[config.mk]
export PLATFORM = sky130hd
export DESIGN_NAME = safety_interlock_controller_unit_flat
export DESIGN_NICKNAME = d
export VERILOG_FILES = /design/src/sv/sic_pkg.sv /design/src/sv/sic_in_if.sv /design/src/sv/sic_out_if.sv /design/src/sv/sic_debounce.sv /design/src/sv/sic_cfg.sv /design/src/sv/sic_core.sv /design/src/sv/safety_interlock_controller_unit.sv /design/src/flat_wrapper.sv
export SDC_FILE = /design/constraint.sdc
export NUM_CORES = 1
export LEC_CHECK = 0
export BUFFER_PORTS_ARGS = -buffer_cell sky130_fd_sc_hd__buf_2
export CORE_ASPECT_RATIO = 0.75
export CORE_MARGIN = 1.5
export CORE_UTILIZATION = 30
export DETAILED_ROUTE_END_ITERATION = 8
export HOLD_SLACK_MARGIN = 0.02
export PLACE_DENSITY = 0.47
export SETUP_SLACK_MARGIN = 0.1
export SYNTH_ARGS = -nofsm -noshare
export SYNTH_HDL_FRONTEND = slang
export SYNTH_SLANG_ARGS = --single-unit
[constraint.sdc]
create_clock -name i_clk -period 4.5 [get_ports i_clk]
set_clock_uncertainty 0.2 [all_clocks]
set_input_delay 0.675 -clock i_clk [delete_from_list [all_inputs] [get_ports i_clk]]
set_output_delay 0.675 -clock i_clk [all_outputs]
set_load 0.005 [all_outputs]
[src/sv/sic_pkg.sv]
package sic_pkg;

    // Default structural sizes.
    localparam int HOLD_TIMER_WIDTH_DEF = 16;
    localparam int HISTORY_WIDTH_DEF    = 31;

    // Register field widths.
    localparam int DEB_LEN_W   = 5;
    localparam int HOLD_TIME_W = 16;

    // Register reset values.
    localparam logic [DEB_LEN_W-1:0]   DEB_LEN_RST   = 5'd6;
    localparam logic [HOLD_TIME_W-1:0] HOLD_TIME_RST = 16'd100;
    localparam logic                   HOLD_EN_RST   = 1'b1;

    // Configuration port geometry.
    localparam int CFG_ADDR_W = 4;
    localparam int CFG_DATA_W = 32;

    // Register indexes.
    localparam logic [1:0] REG_DEBOUNCE_LENGTH  = 2'd0;
    localparam logic [1:0] REG_HOLD_TIME_MS     = 2'd1;
    localparam logic [1:0] REG_HOLD_MODE_ENABLE = 2'd2;

    // Interlock machine modes.
    localparam logic [1:0] MODE_INTERLOCK = 2'd0;
    localparam logic [1:0] MODE_NORMAL    = 2'd1;
    localparam logic [1:0] MODE_HOLD      = 2'd2;

    // Debouncer channels: four switches and the reset button.
    localparam int NUM_DEB  = 5;
    localparam int DEB_RST  = 4;

    typedef struct packed {
        logic [DEB_LEN_W-1:0]   debounce_length;
        logic [HOLD_TIME_W-1:0] hold_time_ms;
        logic                   hold_mode_enable;
    } t_cfg;

    typedef struct packed {
        logic [3:0] switches;
        logic [7:0] comparators;
        logic       ack_level;
        logic       reset_pressed;
        logic       ms_tick;
    } t_in_item;

    typedef struct packed {
        logic       ccs_enable;
        logic       beam_enable;
        logic       hv_enable;
        logic       normal_operation;
        logic [7:0] status_flags;
        logic [7:0] fault_flags;
        logic       ack_echo;
    } t_out_item;

endpackage

[src/sv/sic_in_if.sv]
interface sic_in_if;
    logic       valid;
    logic       ready;
    logic [3:0] switches;
    logic [7:0] comparators;
    logic       ack_level;
    logic       reset_pressed;
    logic       ms_tick;

    modport source (
        output valid, switches, comparators, ack_level, reset_pressed, ms_tick,
        input  ready
    );

    modport sink (
        input  valid, switches, comparators, ack_level, reset_pressed, ms_tick,
        output ready
    );
endinterface

[src/sv/sic_out_if.sv]
interface sic_out_if;
    logic       valid;
    logic       ready;
    logic       ccs_enable;
    logic       beam_enable;
    logic       hv_enable;
    logic       normal_operation;
    logic [7:0] status_flags;
    logic [7:0] fault_flags;
    logic       ack_echo;

    modport source (
        output valid, ccs_enable, beam_enable, hv_enable, normal_operation,
               status_flags, fault_flags, ack_echo,
        input  ready
    );

    modport sink (
        input  valid, ccs_enable, beam_enable, hv_enable, normal_operation,
               status_flags, fault_flags, ack_echo,
        output ready
    );
endinterface

[src/sv/sic_debounce.sv]
module sic_debounce #(
    parameter int HISTORY_WIDTH = sic_pkg::HISTORY_WIDTH_DEF
) (
    input  logic                     i_clk,
    input  logic                     i_rst_n,
    input  logic                     i_step,
    input  logic [HISTORY_WIDTH-1:0] i_win,
    input  logic                     i_sample,
    output logic                     o_level
);

    logic [HISTORY_WIDTH-1:0] r_hist;
    logic [HISTORY_WIDTH-1:0] n_hist;
    logic                     r_stable;
    logic                     n_stable;
    logic [HISTORY_WIDTH-1:0] w_masked;

    // Shift the new sample in at the bottom of the history.
    generate
        if (HISTORY_WIDTH > 1) begin : g_shift
            assign n_hist = {r_hist[HISTORY_WIDTH-2:0], i_sample};
        end else begin : g_single
            assign n_hist = i_sample;
        end
    endgenerate

    // The level changes only when the whole window agrees.
    always_comb begin
        w_masked = n_hist & i_win;
        n_stable = r_stable;
        if (w_masked == '0) begin
            n_stable = 1'b0;
        end else if (w_masked == i_win) begin
            n_stable = 1'b1;
        end
    end

    assign o_level = n_stable;

    always_ff @(posedge i_clk) begin
        if (!i_rst_n) begin
            r_hist   <= '0;
            r_stable <= 1'b0;
        end else if (i_step) begin
            r_hist   <= n_hist;
            r_stable <= n_stable;
        end
    end

endmodule

[src/sv/sic_cfg.sv]
module sic_cfg (
    input  logic                               i_clk,
    input  logic                               i_rst_n,
    input  logic                               psel,
    input  logic                               penable,
    input  logic                               pwrite,
    input  logic [sic_pkg::CFG_ADDR_W-1:0]     paddr,
    input  logic [sic_pkg::CFG_DATA_W-1:0]     pwdata,
    output logic [sic_pkg::CFG_DATA_W-1:0]     prdata,
    output logic                               pready,
    output sic_pkg::t_cfg                      o_cfg
);

    sic_pkg::t_cfg r_cfg;
    logic          w_wr;
    logic [1:0]    w_idx;

    assign pready = 1'b1;
    assign w_wr   = psel & penable & pwrite;
    assign w_idx  = paddr[3:2];
    assign o_cfg  = r_cfg;

    // Register writes on the access phase; unknown indexes are ignored.
    always_ff @(posedge i_clk) begin
        if (!i_rst_n) begin
            r_cfg.debounce_length  <= sic_pkg::DEB_LEN_RST;
            r_cfg.hold_time_ms     <= sic_pkg::HOLD_TIME_RST;
            r_cfg.hold_mode_enable <= sic_pkg::HOLD_EN_RST;
        end else if (w_wr) begin
            unique case (w_idx)
                sic_pkg::REG_DEBOUNCE_LENGTH: begin
                    r_cfg.debounce_length <= pwdata[sic_pkg::DEB_LEN_W-1:0];
                end
                sic_pkg::REG_HOLD_TIME_MS: begin
                    r_cfg.hold_time_ms <= pwdata[sic_pkg::HOLD_TIME_W-1:0];
                end
                sic_pkg::REG_HOLD_MODE_ENABLE: begin
                    r_cfg.hold_mode_enable <= pwdata[0];
                end
                default: begin
                end
            endcase
        end
    end

    // Read mux.
    always_comb begin
        unique case (w_idx)
            sic_pkg::REG_DEBOUNCE_LENGTH: begin
                prdata = sic_pkg::CFG_DATA_W'(r_cfg.debounce_length);
            end
            sic_pkg::REG_HOLD_TIME_MS: begin
                prdata = sic_pkg::CFG_DATA_W'(r_cfg.hold_time_ms);
            end
            sic_pkg::REG_HOLD_MODE_ENABLE: begin
                prdata = sic_pkg::CFG_DATA_W'(r_cfg.hold_mode_enable);
            end
            default: begin
                prdata = '0;
            end
        endcase
    end

endmodule

[src/sv/sic_core.sv]
module sic_core #(
    parameter int HOLD_TIMER_WIDTH = sic_pkg::HOLD_TIMER_WIDTH_DEF,
    parameter int HISTORY_WIDTH    = sic_pkg::HISTORY_WIDTH_DEF
) (
    input  logic                i_clk,
    input  logic                i_rst_n,
    input  logic                i_step,
    input  sic_pkg::t_cfg       i_cfg,
    input  sic_pkg::t_in_item   i_item,
    output sic_pkg::t_out_item  o_result
);

    localparam int LW    = sic_pkg::DEB_LEN_W;
    localparam int CMP_W = (HOLD_TIMER_WIDTH > sic_pkg::HOLD_TIME_W) ?
                           HOLD_TIMER_WIDTH : sic_pkg::HOLD_TIME_W;

    logic [1:0]                  r_mode;
    logic [1:0]                  n_mode;
    logic                        r_reset_prev;
    logic                        r_ack_prev;
    logic                        r_ack_echo;
    logic                        n_ack_echo;
    logic [7:0]                  r_lat_faults;
    logic [7:0]                  n_lat_faults;
    logic [2:0]                  r_lat_sw;
    logic [2:0]                  n_lat_sw;
    logic                        r_lat_timer;
    logic                        n_lat_timer;
    logic [HOLD_TIMER_WIDTH-1:0] r_hold_cnt;
    logic [HOLD_TIMER_WIDTH-1:0] n_hold_cnt;
    logic [HOLD_TIMER_WIDTH-1:0] w_cnt_inc;

    logic [LW-1:0]               w_len;
    logic [HISTORY_WIDTH-1:0]    w_win;
    logic [sic_pkg::NUM_DEB-1:0] w_samples;
    logic [sic_pkg::NUM_DEB-1:0] w_levels;
    logic                        w_ack_chg;
    logic                        w_edge;
    logic                        w_s3k;
    logic                        w_sbeam;
    logic                        w_sccs;
    logic                        w_s80k;
    logic                        w_comp_any;
    logic                        w_ccs;
    logic                        w_beam;
    logic                        w_hv;
    logic                        w_nom;

    // Effective window length, clamped to 1..HISTORY_WIDTH.
    always_comb begin
        if (i_cfg.debounce_length == '0) begin
            w_len = LW'(1);
        end else if (i_cfg.debounce_length > LW'(HISTORY_WIDTH)) begin
            w_len = LW'(HISTORY_WIDTH);
        end else begin
            w_len = i_cfg.debounce_length;
        end
        for (int i = 0; i < HISTORY_WIDTH; i++) begin
            w_win[i] = (LW'(i) < w_len);
        end
    end

    // One debouncer per switch and one for the reset button.
    assign w_samples = {i_item.reset_pressed, i_item.switches};

    generate
        for (genvar g = 0; g < sic_pkg::NUM_DEB; g++) begin : g_deb
            sic_debounce #(
                .HISTORY_WIDTH (HISTORY_WIDTH)
            ) u_deb (
                .i_clk    (i_clk),
                .i_rst_n  (i_rst_n),
                .i_step   (i_step),
                .i_win    (w_win),
                .i_sample (w_samples[g]),
                .o_level  (w_levels[g])
            );
        end
    endgenerate

    assign w_s3k      = w_levels[0];
    assign w_sbeam    = w_levels[1];
    assign w_sccs     = w_levels[2];
    assign w_s80k     = w_levels[3];
    assign w_edge     = w_levels[sic_pkg::DEB_RST] & ~r_reset_prev;
    assign w_ack_chg  = i_item.ack_level ^ r_ack_prev;
    assign w_comp_any = |i_item.comparators;

    // Saturating tick count used while holding.
    assign w_cnt_inc = (i_item.ms_tick && (r_hold_cnt != '1)) ?
                       r_hold_cnt + HOLD_TIMER_WIDTH'(1) : r_hold_cnt;

    // Mode transition and latches.
    always_comb begin
        n_mode      = sic_pkg::MODE_INTERLOCK;
        n_hold_cnt  = r_hold_cnt;
        n_ack_echo  = r_ack_echo ^ w_ack_chg;
        n_lat_timer = w_ack_chg ? 1'b0 : r_lat_timer;
        unique case (r_mode)
            sic_pkg::MODE_NORMAL: begin
                if (i_cfg.hold_mode_enable && (i_item.comparators[1:0] != 2'b00)) begin
                    n_mode      = sic_pkg::MODE_HOLD;
                    n_hold_cnt  = '0;
                    n_lat_timer = 1'b1;
                end else if (w_comp_any || !w_s80k || !w_s3k) begin
                    n_mode = sic_pkg::MODE_INTERLOCK;
                end else begin
                    n_mode = sic_pkg::MODE_NORMAL;
                end
            end
            sic_pkg::MODE_HOLD: begin
                n_hold_cnt = w_cnt_inc;
                if (!i_item.comparators[0] &&
                    (CMP_W'(w_cnt_inc) >= CMP_W'(i_cfg.hold_time_ms))) begin
                    n_mode = sic_pkg::MODE_INTERLOCK;
                end else begin
                    n_mode = sic_pkg::MODE_HOLD;
                end
            end
            default: begin
                if (i_cfg.hold_mode_enable && i_item.comparators[0]) begin
                    n_mode      = sic_pkg::MODE_HOLD;
                    n_hold_cnt  = '0;
                    n_lat_timer = 1'b1;
                end else if (w_edge && !w_comp_any && w_s80k && w_s3k) begin
                    n_mode = sic_pkg::MODE_NORMAL;
                end else begin
                    n_mode = sic_pkg::MODE_INTERLOCK;
                end
            end
        endcase
        n_lat_faults = (w_ack_chg ? 8'h00 : r_lat_faults) | i_item.comparators;
        n_lat_sw     = (w_ack_chg ? 3'b000 : r_lat_sw) | {w_s80k, w_sccs, w_sbeam};
    end

    // Enables follow the mode reached in this step.
    always_comb begin
        w_ccs  = 1'b0;
        w_beam = 1'b0;
        w_hv   = 1'b0;
        w_nom  = 1'b0;
        unique case (n_mode)
            sic_pkg::MODE_NORMAL: begin
                w_ccs  = w_sccs;
                w_beam = w_sbeam;
                w_hv   = w_s3k;
                w_nom  = 1'b1;
            end
            sic_pkg::MODE_HOLD: begin
            end
            default: begin
                w_hv = w_s3k;
            end
        endcase
    end

    always_comb begin
        o_result.ccs_enable       = w_ccs;
        o_result.beam_enable      = w_beam;
        o_result.hv_enable        = w_hv;
        o_result.normal_operation = w_nom;
        o_result.status_flags     = {n_lat_sw, n_lat_timer, w_nom, w_hv, w_beam, w_ccs};
        o_result.fault_flags      = n_lat_faults;
        o_result.ack_echo         = n_ack_echo;
    end

    always_ff @(posedge i_clk) begin
        if (!i_rst_n) begin
            r_mode       <= sic_pkg::MODE_INTERLOCK;
            r_reset_prev <= 1'b0;
            r_ack_prev   <= 1'b0;
            r_ack_echo   <= 1'b0;
            r_lat_faults <= '0;
            r_lat_sw     <= '0;
            r_lat_timer  <= 1'b0;
            r_hold_cnt   <= '0;
        end else if (i_step) begin
            r_mode       <= n_mode;
            r_reset_prev <= w_levels[sic_pkg::DEB_RST];
            r_ack_prev   <= i_item.ack_level;
            r_ack_echo   <= n_ack_echo;
            r_lat_faults <= n_lat_faults;
            r_lat_sw     <= n_lat_sw;
            r_lat_timer  <= n_lat_timer;
            r_hold_cnt   <= n_hold_cnt;
        end
    end

endmodule

[src/sv/safety_interlock_controller_unit.sv]
// Safety interlock controller.
// Input channel i_in carries one sampling step per transaction: four raw
// switches, eight comparator fault bits, the acknowledge level, the reset
// button and a millisecond tick. Output channel o_out returns exactly one
// result transaction per input transaction, in order: the ccs, beam and 3kV
// enables, the normal operation flag, status and latched fault flags, and the
// acknowledge echo. Both channels use a valid/ready handshake.
// A transaction is captured in an input register and then evaluated into an
// output register, which offers its result. One transaction per cycle is
// sustained while the receiver does not stall; the combinational evaluation
// of the mode machine and debouncers between the two registers sets that figure.
// When the receiver stalls, the output register holds its result and the
// input register still takes one more transaction; ready then drops until
// the output is taken.
// The APB port writes debounce length, hold time and hold enable; the user is
// to write it only while the block is idle, which the block does not enforce.
// A synchronous active-low reset empties both registers, returns to interlock
// mode, clears debounce histories and latches, and restores the register defaults.
module safety_interlock_controller_unit #(
    parameter int HOLD_TIMER_WIDTH = sic_pkg::HOLD_TIMER_WIDTH_DEF,
    parameter int HISTORY_WIDTH    = sic_pkg::HISTORY_WIDTH_DEF
) (
    input  logic                           i_clk,
    input  logic                           i_rst_n,
    sic_in_if.sink                         i_in,
    sic_out_if.source                      o_out,
    input  logic                           psel,
    input  logic                           penable,
    input  logic                           pwrite,
    input  logic [sic_pkg::CFG_ADDR_W-1:0] paddr,
    input  logic [sic_pkg::CFG_DATA_W-1:0] pwdata,
    output logic [sic_pkg::CFG_DATA_W-1:0] prdata,
    output logic                           pready
);

    sic_pkg::t_cfg      w_cfg;
    sic_pkg::t_in_item  w_in_item;
    sic_pkg::t_in_item  r_in_item;
    sic_pkg::t_out_item w_result;
    sic_pkg::t_out_item r_out_item;
    logic               r_in_valid;
    logic               r_out_valid;
    logic               w_load;
    logic               w_in_ready;

    sic_cfg u_cfg (
        .i_clk   (i_clk),
        .i_rst_n (i_rst_n),
        .psel    (psel),
        .penable (penable),
        .pwrite  (pwrite),
        .paddr   (paddr),
        .pwdata  (pwdata),
        .prdata  (prdata),
        .pready  (pready),
        .o_cfg   (w_cfg)
    );

    // Input stage: take a transaction when empty or when it moves on.
    assign w_load     = r_in_valid & (~r_out_valid | o_out.ready);
    assign w_in_ready = ~r_in_valid | w_load;
    assign i_in.ready = w_in_ready;

    always_comb begin
        w_in_item.switches      = i_in.switches;
        w_in_item.comparators   = i_in.comparators;
        w_in_item.ack_level     = i_in.ack_level;
        w_in_item.reset_pressed = i_in.reset_pressed;
        w_in_item.ms_tick       = i_in.ms_tick;
    end

    always_ff @(posedge i_clk) begin
        if (!i_rst_n) begin
            r_in_valid <= 1'b0;
        end else if (w_in_ready) begin
            r_in_valid <= i_in.valid;
        end
    end

    always_ff @(posedge i_clk) begin
        if (w_in_ready && i_in.valid) begin
            r_in_item <= w_in_item;
        end
    end

    sic_core #(
        .HOLD_TIMER_WIDTH (HOLD_TIMER_WIDTH),
        .HISTORY_WIDTH    (HISTORY_WIDTH)
    ) u_core (
        .i_clk    (i_clk),
        .i_rst_n  (i_rst_n),
        .i_step   (w_load),
        .i_cfg    (w_cfg),
        .i_item   (r_in_item),
        .o_result (w_result)
    );

    // Output stage: result register held until the receiver takes it.
    always_ff @(posedge i_clk) begin
        if (!i_rst_n) begin
            r_out_valid <= 1'b0;
        end else if (w_load) begin
            r_out_valid <= 1'b1;
        end else if (o_out.ready) begin
            r_out_valid <= 1'b0;
        end
    end

    always_ff @(posedge i_clk) begin
        if (w_load) begin
            r_out_item <= w_result;
        end
    end

    assign o_out.valid            = r_out_valid;
    assign o_out.ccs_enable       = r_out_item.ccs_enable;
    assign o_out.beam_enable      = r_out_item.beam_enable;
    assign o_out.hv_enable        = r_out_item.hv_enable;
    assign o_out.normal_operation = r_out_item.normal_operation;
    assign o_out.status_flags     = r_out_item.status_flags;
    assign o_out.fault_flags      = r_out_item.fault_flags;
    assign o_out.ack_echo         = r_out_item.ack_echo;

endmodule

[src/flat_wrapper.sv]
// flat-port wrapper written by rule: the top's interface ports become plain ports
module safety_interlock_controller_unit_flat 
#(
    parameter int HOLD_TIMER_WIDTH = sic_pkg::HOLD_TIMER_WIDTH_DEF,
    parameter int HISTORY_WIDTH    = sic_pkg::HISTORY_WIDTH_DEF
)
  (i_clk, i_rst_n, psel, penable, pwrite, paddr, pwdata, prdata, pready, i_in_valid, i_in_switches, i_in_comparators, i_in_ack_level, i_in_reset_pressed, i_in_ms_tick, i_in_ready, o_out_valid, o_out_ccs_enable, o_out_beam_enable, o_out_hv_enable, o_out_normal_operation, o_out_status_flags, o_out_fault_flags, o_out_ack_echo, o_out_ready);
  sic_in_if i_in_i ();
  sic_out_if o_out_i ();
  input  logic i_clk;
  input  logic i_rst_n;
  input  logic psel;
  input  logic penable;
  input  logic pwrite;
  input  logic [sic_pkg::CFG_ADDR_W-1:0] paddr;
  input  logic [sic_pkg::CFG_DATA_W-1:0] pwdata;
  output logic [sic_pkg::CFG_DATA_W-1:0] prdata;
  output logic pready;
  input wire logic [$bits(i_in_i.valid)-1:0] i_in_valid;
  input wire logic [$bits(i_in_i.switches)-1:0] i_in_switches;
  input wire logic [$bits(i_in_i.comparators)-1:0] i_in_comparators;
  input wire logic [$bits(i_in_i.ack_level)-1:0] i_in_ack_level;
  input wire logic [$bits(i_in_i.reset_pressed)-1:0] i_in_reset_pressed;
  input wire logic [$bits(i_in_i.ms_tick)-1:0] i_in_ms_tick;
  output wire logic [$bits(i_in_i.ready)-1:0] i_in_ready;
  output wire logic [$bits(o_out_i.valid)-1:0] o_out_valid;
  output wire logic [$bits(o_out_i.ccs_enable)-1:0] o_out_ccs_enable;
  output wire logic [$bits(o_out_i.beam_enable)-1:0] o_out_beam_enable;
  output wire logic [$bits(o_out_i.hv_enable)-1:0] o_out_hv_enable;
  output wire logic [$bits(o_out_i.normal_operation)-1:0] o_out_normal_operation;
  output wire logic [$bits(o_out_i.status_flags)-1:0] o_out_status_flags;
  output wire logic [$bits(o_out_i.fault_flags)-1:0] o_out_fault_flags;
  output wire logic [$bits(o_out_i.ack_echo)-1:0] o_out_ack_echo;
  input wire logic [$bits(o_out_i.ready)-1:0] o_out_ready;
  assign i_in_i.valid = i_in_valid;
  assign i_in_i.switches = i_in_switches;
  assign i_in_i.comparators = i_in_comparators;
  assign i_in_i.ack_level = i_in_ack_level;
  assign i_in_i.reset_pressed = i_in_reset_pressed;
  assign i_in_i.ms_tick = i_in_ms_tick;
  assign i_in_ready = i_in_i.ready;
  assign o_out_valid = o_out_i.valid;
  assign o_out_ccs_enable = o_out_i.ccs_enable;
  assign o_out_beam_enable = o_out_i.beam_enable;
  assign o_out_hv_enable = o_out_i.hv_enable;
  assign o_out_normal_operation = o_out_i.normal_operation;
  assign o_out_status_flags = o_out_i.status_flags;
  assign o_out_fault_flags = o_out_i.fault_flags;
  assign o_out_ack_echo = o_out_i.ack_echo;
  assign o_out_i.ready = o_out_ready;
  safety_interlock_controller_unit #(.HOLD_TIMER_WIDTH(HOLD_TIMER_WIDTH), .HISTORY_WIDTH(HISTORY_WIDTH)) u_core (.i_clk(i_clk), .i_rst_n(i_rst_n), .i_in(i_in_i), .o_out(o_out_i), .psel(psel), .penable(penable), .pwrite(pwrite), .paddr(paddr), .pwdata(pwdata), .prdata(prdata), .pready(pready));
endmodule
======== Word-level counts from Yosys, hierarchy flattened ========
Cells that the tools add are included.
word-level totals
  logic and storage cells ................. 163
  input port bits ......................... 58
  output and inout bits ................... 56
  bits in registers ....................... 247
cells by class
  bitwise operators ....................... 18
  equal/unequal tests ..................... 13
  reductions and logical operators ........ 29
  add/subtract/negate cells ............... 1
  $lt $le $gt $ge ......................... 33
  mux-type cells .......................... 35
operators with widths
  kind                                                                   number
  31-bit bitwise AND                                                     5
  31-bit equality test                                                   5
  31-bit zero test                                                       5
  5-bit < comparator, first input constant                               15
  16-bit 2-to-1 mux                                                      3
  16-bit case mux with 3 select lines                                    1
  4-bit by 5-bit < comparator with 1-bit output, first input constant    8
  16-bit case mux with 2 select lines                                    1
  1-bit 2-to-1 mux                                                       21
  3-bit by 5-bit < comparator with 1-bit output, first input constant    4
  16-bit by 1-bit adder with 16-bit output, second input constant        1
  16-bit greater-or-equal comparator                                     1
  16-bit != test, second input constant                                  1
  1-bit by 5-bit < comparator with 1-bit output, first input constant    2
  2-bit by 5-bit < comparator with 1-bit output, first input constant    2
  5-bit 2-to-1 mux                                                       2
  1-bit logical AND                                                      8
  8-bit 2-to-1 mux                                                       1
  8-bit OR                                                               1
  8-bit OR reduction                                                     1
  2-bit by 1-bit equality test with 1-bit output, second input constant  3
  2-bit equality test, second input constant                             3
  2-bit 2-to-1 mux                                                       3
  2-bit AND reduction                                                    3
  other kinds (17)                                                       29

======== Logic depth before layout (Yosys ltp) ========
  word-level depth ........................ 17
  gate-level depth with buffers ........... 15
  depth with buffers taken out ............ 14

======== By module ========
From an unflattened synthesis, not the netlist that was laid out.
second synthesis, totals
  cell total of the unflattened synthesis .. 1392
  area, all modules ....................... 13062.5 µm²
by module, submodules not included
  module                            cells each  instances  area an instance (µm²)  seq. area each (µm²)
  sic_debounce                      171         5          1576.5                  620.6
  sic_core                          351         1          2766.4                  660.6
  sic_cfg                           141         1          1228.7                  440.4
  safety_interlock_controller_unit  45          1          1184.9                  1121.1

======== Least setup slack after synthesis ========
No wires, ideal clock.
  path type ............................... register to register
  from .................................... reg u_core.u_core.r_hold_cnt[4]
  to ...................................... reg u_core.r_out_item, in the netlist u_core.o_out.status_flags[2] (data pin)
  arrival ................................. 2918 ps
  period minus slack after synthesis ...... 3390 ps
  path buffers ............................ 0
  slack ................................... 1110 ps
  stages on the path, launching flop included .. 15
  cells stage by stage .................... dfxtp_1 -> nand4_1 -> nor4_1 -> nand4_1 -> nand3_1 -> nor2_1 -> xor2_1 -> ha_1 -> a21o_1 -> a21o_1 -> a21oi_1 -> a21oi_1 -> o32a_1 -> o211ai_1 -> a21oi_1
on the way
  longest elaborated chain between the ends .. 9
RTL lines
  item                                                                                              RTL line                                 source
  start: declaration                                                                                sic_core.sv:29                           logic [HOLD_TIMER_WIDTH-1:0] r_hold_cnt;
  start signal: assignment                                                                          sic_core.sv:185                          r_hold_cnt <= n_hold_cnt;
  parallel branches: the longest is 2 deep, another holds 16-bit by 1-bit adder with 16-bit output  --
  16-bit 2-to-1 mux *                                                                               sic_core.sv:90                           assign w_cnt_inc = (i_item.ms_tick && (r_hold_cnt != '1)) ?
  16-bit greater-or-equal comparator *                                                              sic_core.sv:114                          (CMP_W'(w_cnt_inc) >= CMP_W'(i_cfg.hold_time_ms))) begin
  1-bit logical AND *                                                                               sic_core.sv:113                          if (!i_item.comparators[0] &&
  2-bit 2-to-1 mux *                                                                                sic_core.sv:113
  2-bit case mux with 2 select lines *                                                              sic_core.sv:99                           unique case (r_mode)
  2-bit equality test *                                                                             sic_core.sv:142                          unique case (n_mode)
  1-bit 2-to-1 mux *                                                                                sic_core.sv:142
  end signal: assignment                                                                            safety_interlock_controller_unit.sv:111  r_out_item <= w_result;
  end: declaration                                                                                  safety_interlock_controller_unit.sv:40   sic_pkg::t_out_item r_out_item;
Mark *: on every way between the ends.
A chain may end at the register's enable or synchronous reset.

======== Final worst setup path ========
Same ends and word-level chain as after synthesis.

==> results by group <==
Final layout
  • Area of the multi-input gates: 6970 um^2
  • Net count, final: 1692
  • Layout cells sized above 1: 11.5%
  • Core Util, Final: 34.7%
  • Antenna diodes: 0
  • Fillers: 4486
  • Final instance area: around 15000 um^2
  • Area grow syn2layout: 13.9%
  • Reg area: 5190 um^2
  • Final cell count without fillers: 2204

STA
  • RSZ-0062 raised after global routing: no
  • Max Fclk: 257 MHz
  • Final setup fails: 0
  • Min cycle time layout: 3.89 ns
  • Final setup TNS: 0 ns
  • Worst slew pin tran: about 1.1 ns
  • Max_slew headroom: 23.1%
  • Fin crit share: 86.3%
  • Fin. max-slew vios: 0
  • Final Hold Fails: 0

Synthesis
  • Primary FF master, synth: dfxtp_1
  • Ys async rst share: 0%
  • Synth Cell Area: 12800 um^2
  • YS warnings: 0
  • Synth area leader: dfxtp_1
  • Synth Instances: 1588
  • Most common library cells after synthesis: 401 x nand2_1, 211 x dfxtp_1, 175 x a21boi_0
  • Synth area leaders: dfxtp_1 33%, nand2_1 12%, a21boi_0 10%
  • Post-synth cell types: 85
  • Seq cells post-synth: 243
  • Count leader, synth: nand2_1
  • Sequential element share of the synthesized area: 40.4%
  • Top cell type's share of synthesized area: 32.9%
  • Number of flops mapped to enable cells by yosys: 32
  • Mapped Avg Cell Area: a little over 8 um^2

Clocking
  • Clock buffer count from CTS: 27
  • CTS Hold Bufs: 0
  • H-tree depth: 1
  • TritonCTS clock tree: yes
  • Worst skew pair latency: 0.54 ns
  • Clock tree buffer depth: 3
  • Sink Count: ~240
  • Clock Pin Slew Worst Setup and Hold Paths: 0.06 ns
  • Clock root cell: clkbuf_16

Detailed routing
  • Residual DRC: 0
  • Vias: between 10000 and 15000
  • Routed len/inst: between 20 and 25 um
  • Detail Route Antenna Nets: 0
  • Initial DRC count: 1075
  • Avg Vias per Cell: 5.37
  • DRT Pass-1 Iters: 5
  • WL final: about 45 mm

Critical path
  • Arr. time, crit path: 3.98 ns
  • Worst R2R Start: u_core.u_core.r_hold_cnt[4]
  • CP endpoint kind: register
  • Crit path max fanout: 7
  • R2R depth: 14
  • Reg-to-reg slack, setup: approximately 0.6 ns
  • Critical path startpoint category: register
  • RR Endpoint: u_core.o_out.status_flags[2]
  • Crit path kind: register to register
  • Most Frequent Cell on Critical Path: a21oi_1
  • Crit-path max cell delay: 0.46 ns
  • Slowest CP cell: nor4_1
  • CP cell instances: nand4_1 > nor4_1 > nand3_1 > nor2_1 > xor2_1 > ha_1 > a21o_1 > a21o_1 > a21oi_1 > a21oi_1 > o32a_1 > o211ai_1 > buf_4 > a21oi_1
  • Worst EP required: 4.59 ns

Die
  • # rows: 65
  • Die Width: between 200 and 250 um
  • Io pins: 114
  • DIE HEIGHT: 182 um
  • Starting Density: 30.5%
  • DIE AREA: around 44000 um^2
  • Core box area: around 42000 um^2

GRT
  • GRT overflow: 0
  • Vias in the first global route: 10900
  • Initial antenna violation count: 0
  • Total Routing Usage GR: between 15 and 20%
  • Largest net degree at the start of global routing: 121
  • First-pass GRT wire length: 67.8 mm

Min path
  • Hold EP: u_core.r_in_item[8]
  • Worst hold start: i_in_comparators[5]
  • Hold Path Stages: 1
  • Hold crit path type: input pin to register

Place
  • PortBufs: 78
  • Placed Instances: 2154
  • DP HPWL: 31.1 mm
  • GP Congestion: 0.922
  • Placed inst area: 13700 um^2

Pwr
  • Max rail drop VDD: 0.320 mV
  • Power Density: 328 nW/um^2
  • Lkg Pwr: 0.00493 uW

Run status
  • Status: complete, no violations

Run
  • Max-Cap Viols: 0
==> worst max-delay path: cells and delay by family, from the launching register on <==
| family | cells | cell delay (ns) |
|---|---|---|
| fa+ha+maj | 1 | 0.26 |
| compound gates | 7 | 1.12 |
| simple gates | 4 | 1.25 |
| flops | 1 | 0.44 |
| buf+inv | 1 | 0.20 |
| xor+xnor | 1 | 0.16 |
==> what timing repair did <==
action                                  in CTS  in global routing
resized for setup                            0                  0
endpoints found under the hold margin        0                  0
endpoints found under the setup margin       0                  4
buffers inserted                             0                  1
==> metrics by stage <==
stage	setup WS (ns)	hold WS, ns	power, uW
2_1_floorplan	1.11	0.235	2500
3_3_place_gp	0.353	0.245	2610
3_5_place_dp	0.294	0.253	2610
4_1_cts	0.269	0.0783	4870
5_1_grt	0.331	0.0803	4980
6_report	0.615	0.102	4800
==> sequential cells by signal (all words and copies together) (netlist names) <==
| register | flops |
|---|---|
| u_core.u_core.r_mode | 2 |
| u_core.u_core.r_lat_sw | 3 |
| u_core.o_out.valid | 1 |
| u_core.u_core.r_ack_echo | 1 |
| u_core.r_in_item | 15 |
| u_core.r_in_valid | 1 |
| u_core.u_cfg.o_cfg | 22 |
| u_core.u_core.g_deb.u_deb.r_stable | 5 |
| u_core.o_out.fault_flags | 8 |
| u_core.u_core.r_hold_cnt | 16 |
| u_core.o_out.ack_echo | 1 |
| u_core.o_out.status_flags | 8 |
| u_core.u_core.r_ack_prev | 1 |
| u_core.u_core.r_lat_faults | 8 |
| u_core.u_core.g_deb.u_deb.r_hist | 150 |
| u_core.u_core.r_lat_timer | 1 |
==> cell usage in the layout, fill, tap and decap left out, drive strengths merged, types with 27 or more instances in the layout <==
cell,count
nand2,402
dfxtp,211
a21boi,178
buf,115
a21oi,73
nor2,55
o21ai,49
inv,39
clkbuf,36
edfxtp,32
nand3,27
==> power by group <==
group	switching, uW	internal, uW	leakage, uW
Clock	914	1320	0.000457
Combinational	203	104	0.00247
Sequential	32.9	2230	0.00201
==> cell families (layout without fill, tap and decap cells) <==
| logic type | count (synthesis) | after routing | synth area share, % |
|---|---|---|---|
| xor+xnor | 18 | 18 | 1.23 |
| other cells | 2 | 17 | 0.0585 |
| flops | 243 | 243 | 40.4 |
| buf+inv | 171 | 203 | 5.87 |
| fa+ha+maj | 20 | 20 | 1.93 |
| compound gates | 505 | 505 | 28.6 |
| mux | 9 | 9 | 0.711 |
| simple gates | 620 | 620 | 21.2 |
==> area by class of cell <==
cell class | instances | share of cell area [%]
multi-input combinational | 1189 | 47.7
sequential | 243 | 35.5
clock inverter | 13 | 0.787
clock buffer | 36 | 5.33
inverter | 39 | 1.03
timing repair buffer | 115 | 4.87
tap | 569 | 4.87
==> worst max-delay path by stage <==
stage                                      from                            to  slack, ns  cells past startpoint
floorplan           u_core.u_core.r_hold_cnt[4]  u_core.o_out.status_flags[2]       1.11                     14
global placement    u_core.u_core.r_hold_cnt[5]  u_core.o_out.status_flags[2]       0.35                     13
detailed placement  u_core.u_core.r_hold_cnt[4]  u_core.o_out.status_flags[2]       0.29                     13
CTS                 u_core.u_core.r_hold_cnt[4]  u_core.o_out.status_flags[2]       0.27                     13
global route        u_core.u_core.r_hold_cnt[4]  u_core.o_out.status_flags[2]       0.33                     14
finish              u_core.u_core.r_hold_cnt[4]  u_core.o_out.status_flags[2]       0.61                     14
==> metal layers <==
metal | global-route usage, % | up-vias | wire, um
li1 | - | 5681 | -
met1 | 30.0 | 5648 | 22500
met2 | 27.2 | 424 | 17500
met3 | 4.21 | 79 | 3340
met4 | 5.15 | 0 | 1090
met5 | 0 | - | 0
(Power assumes the default switching activity.)
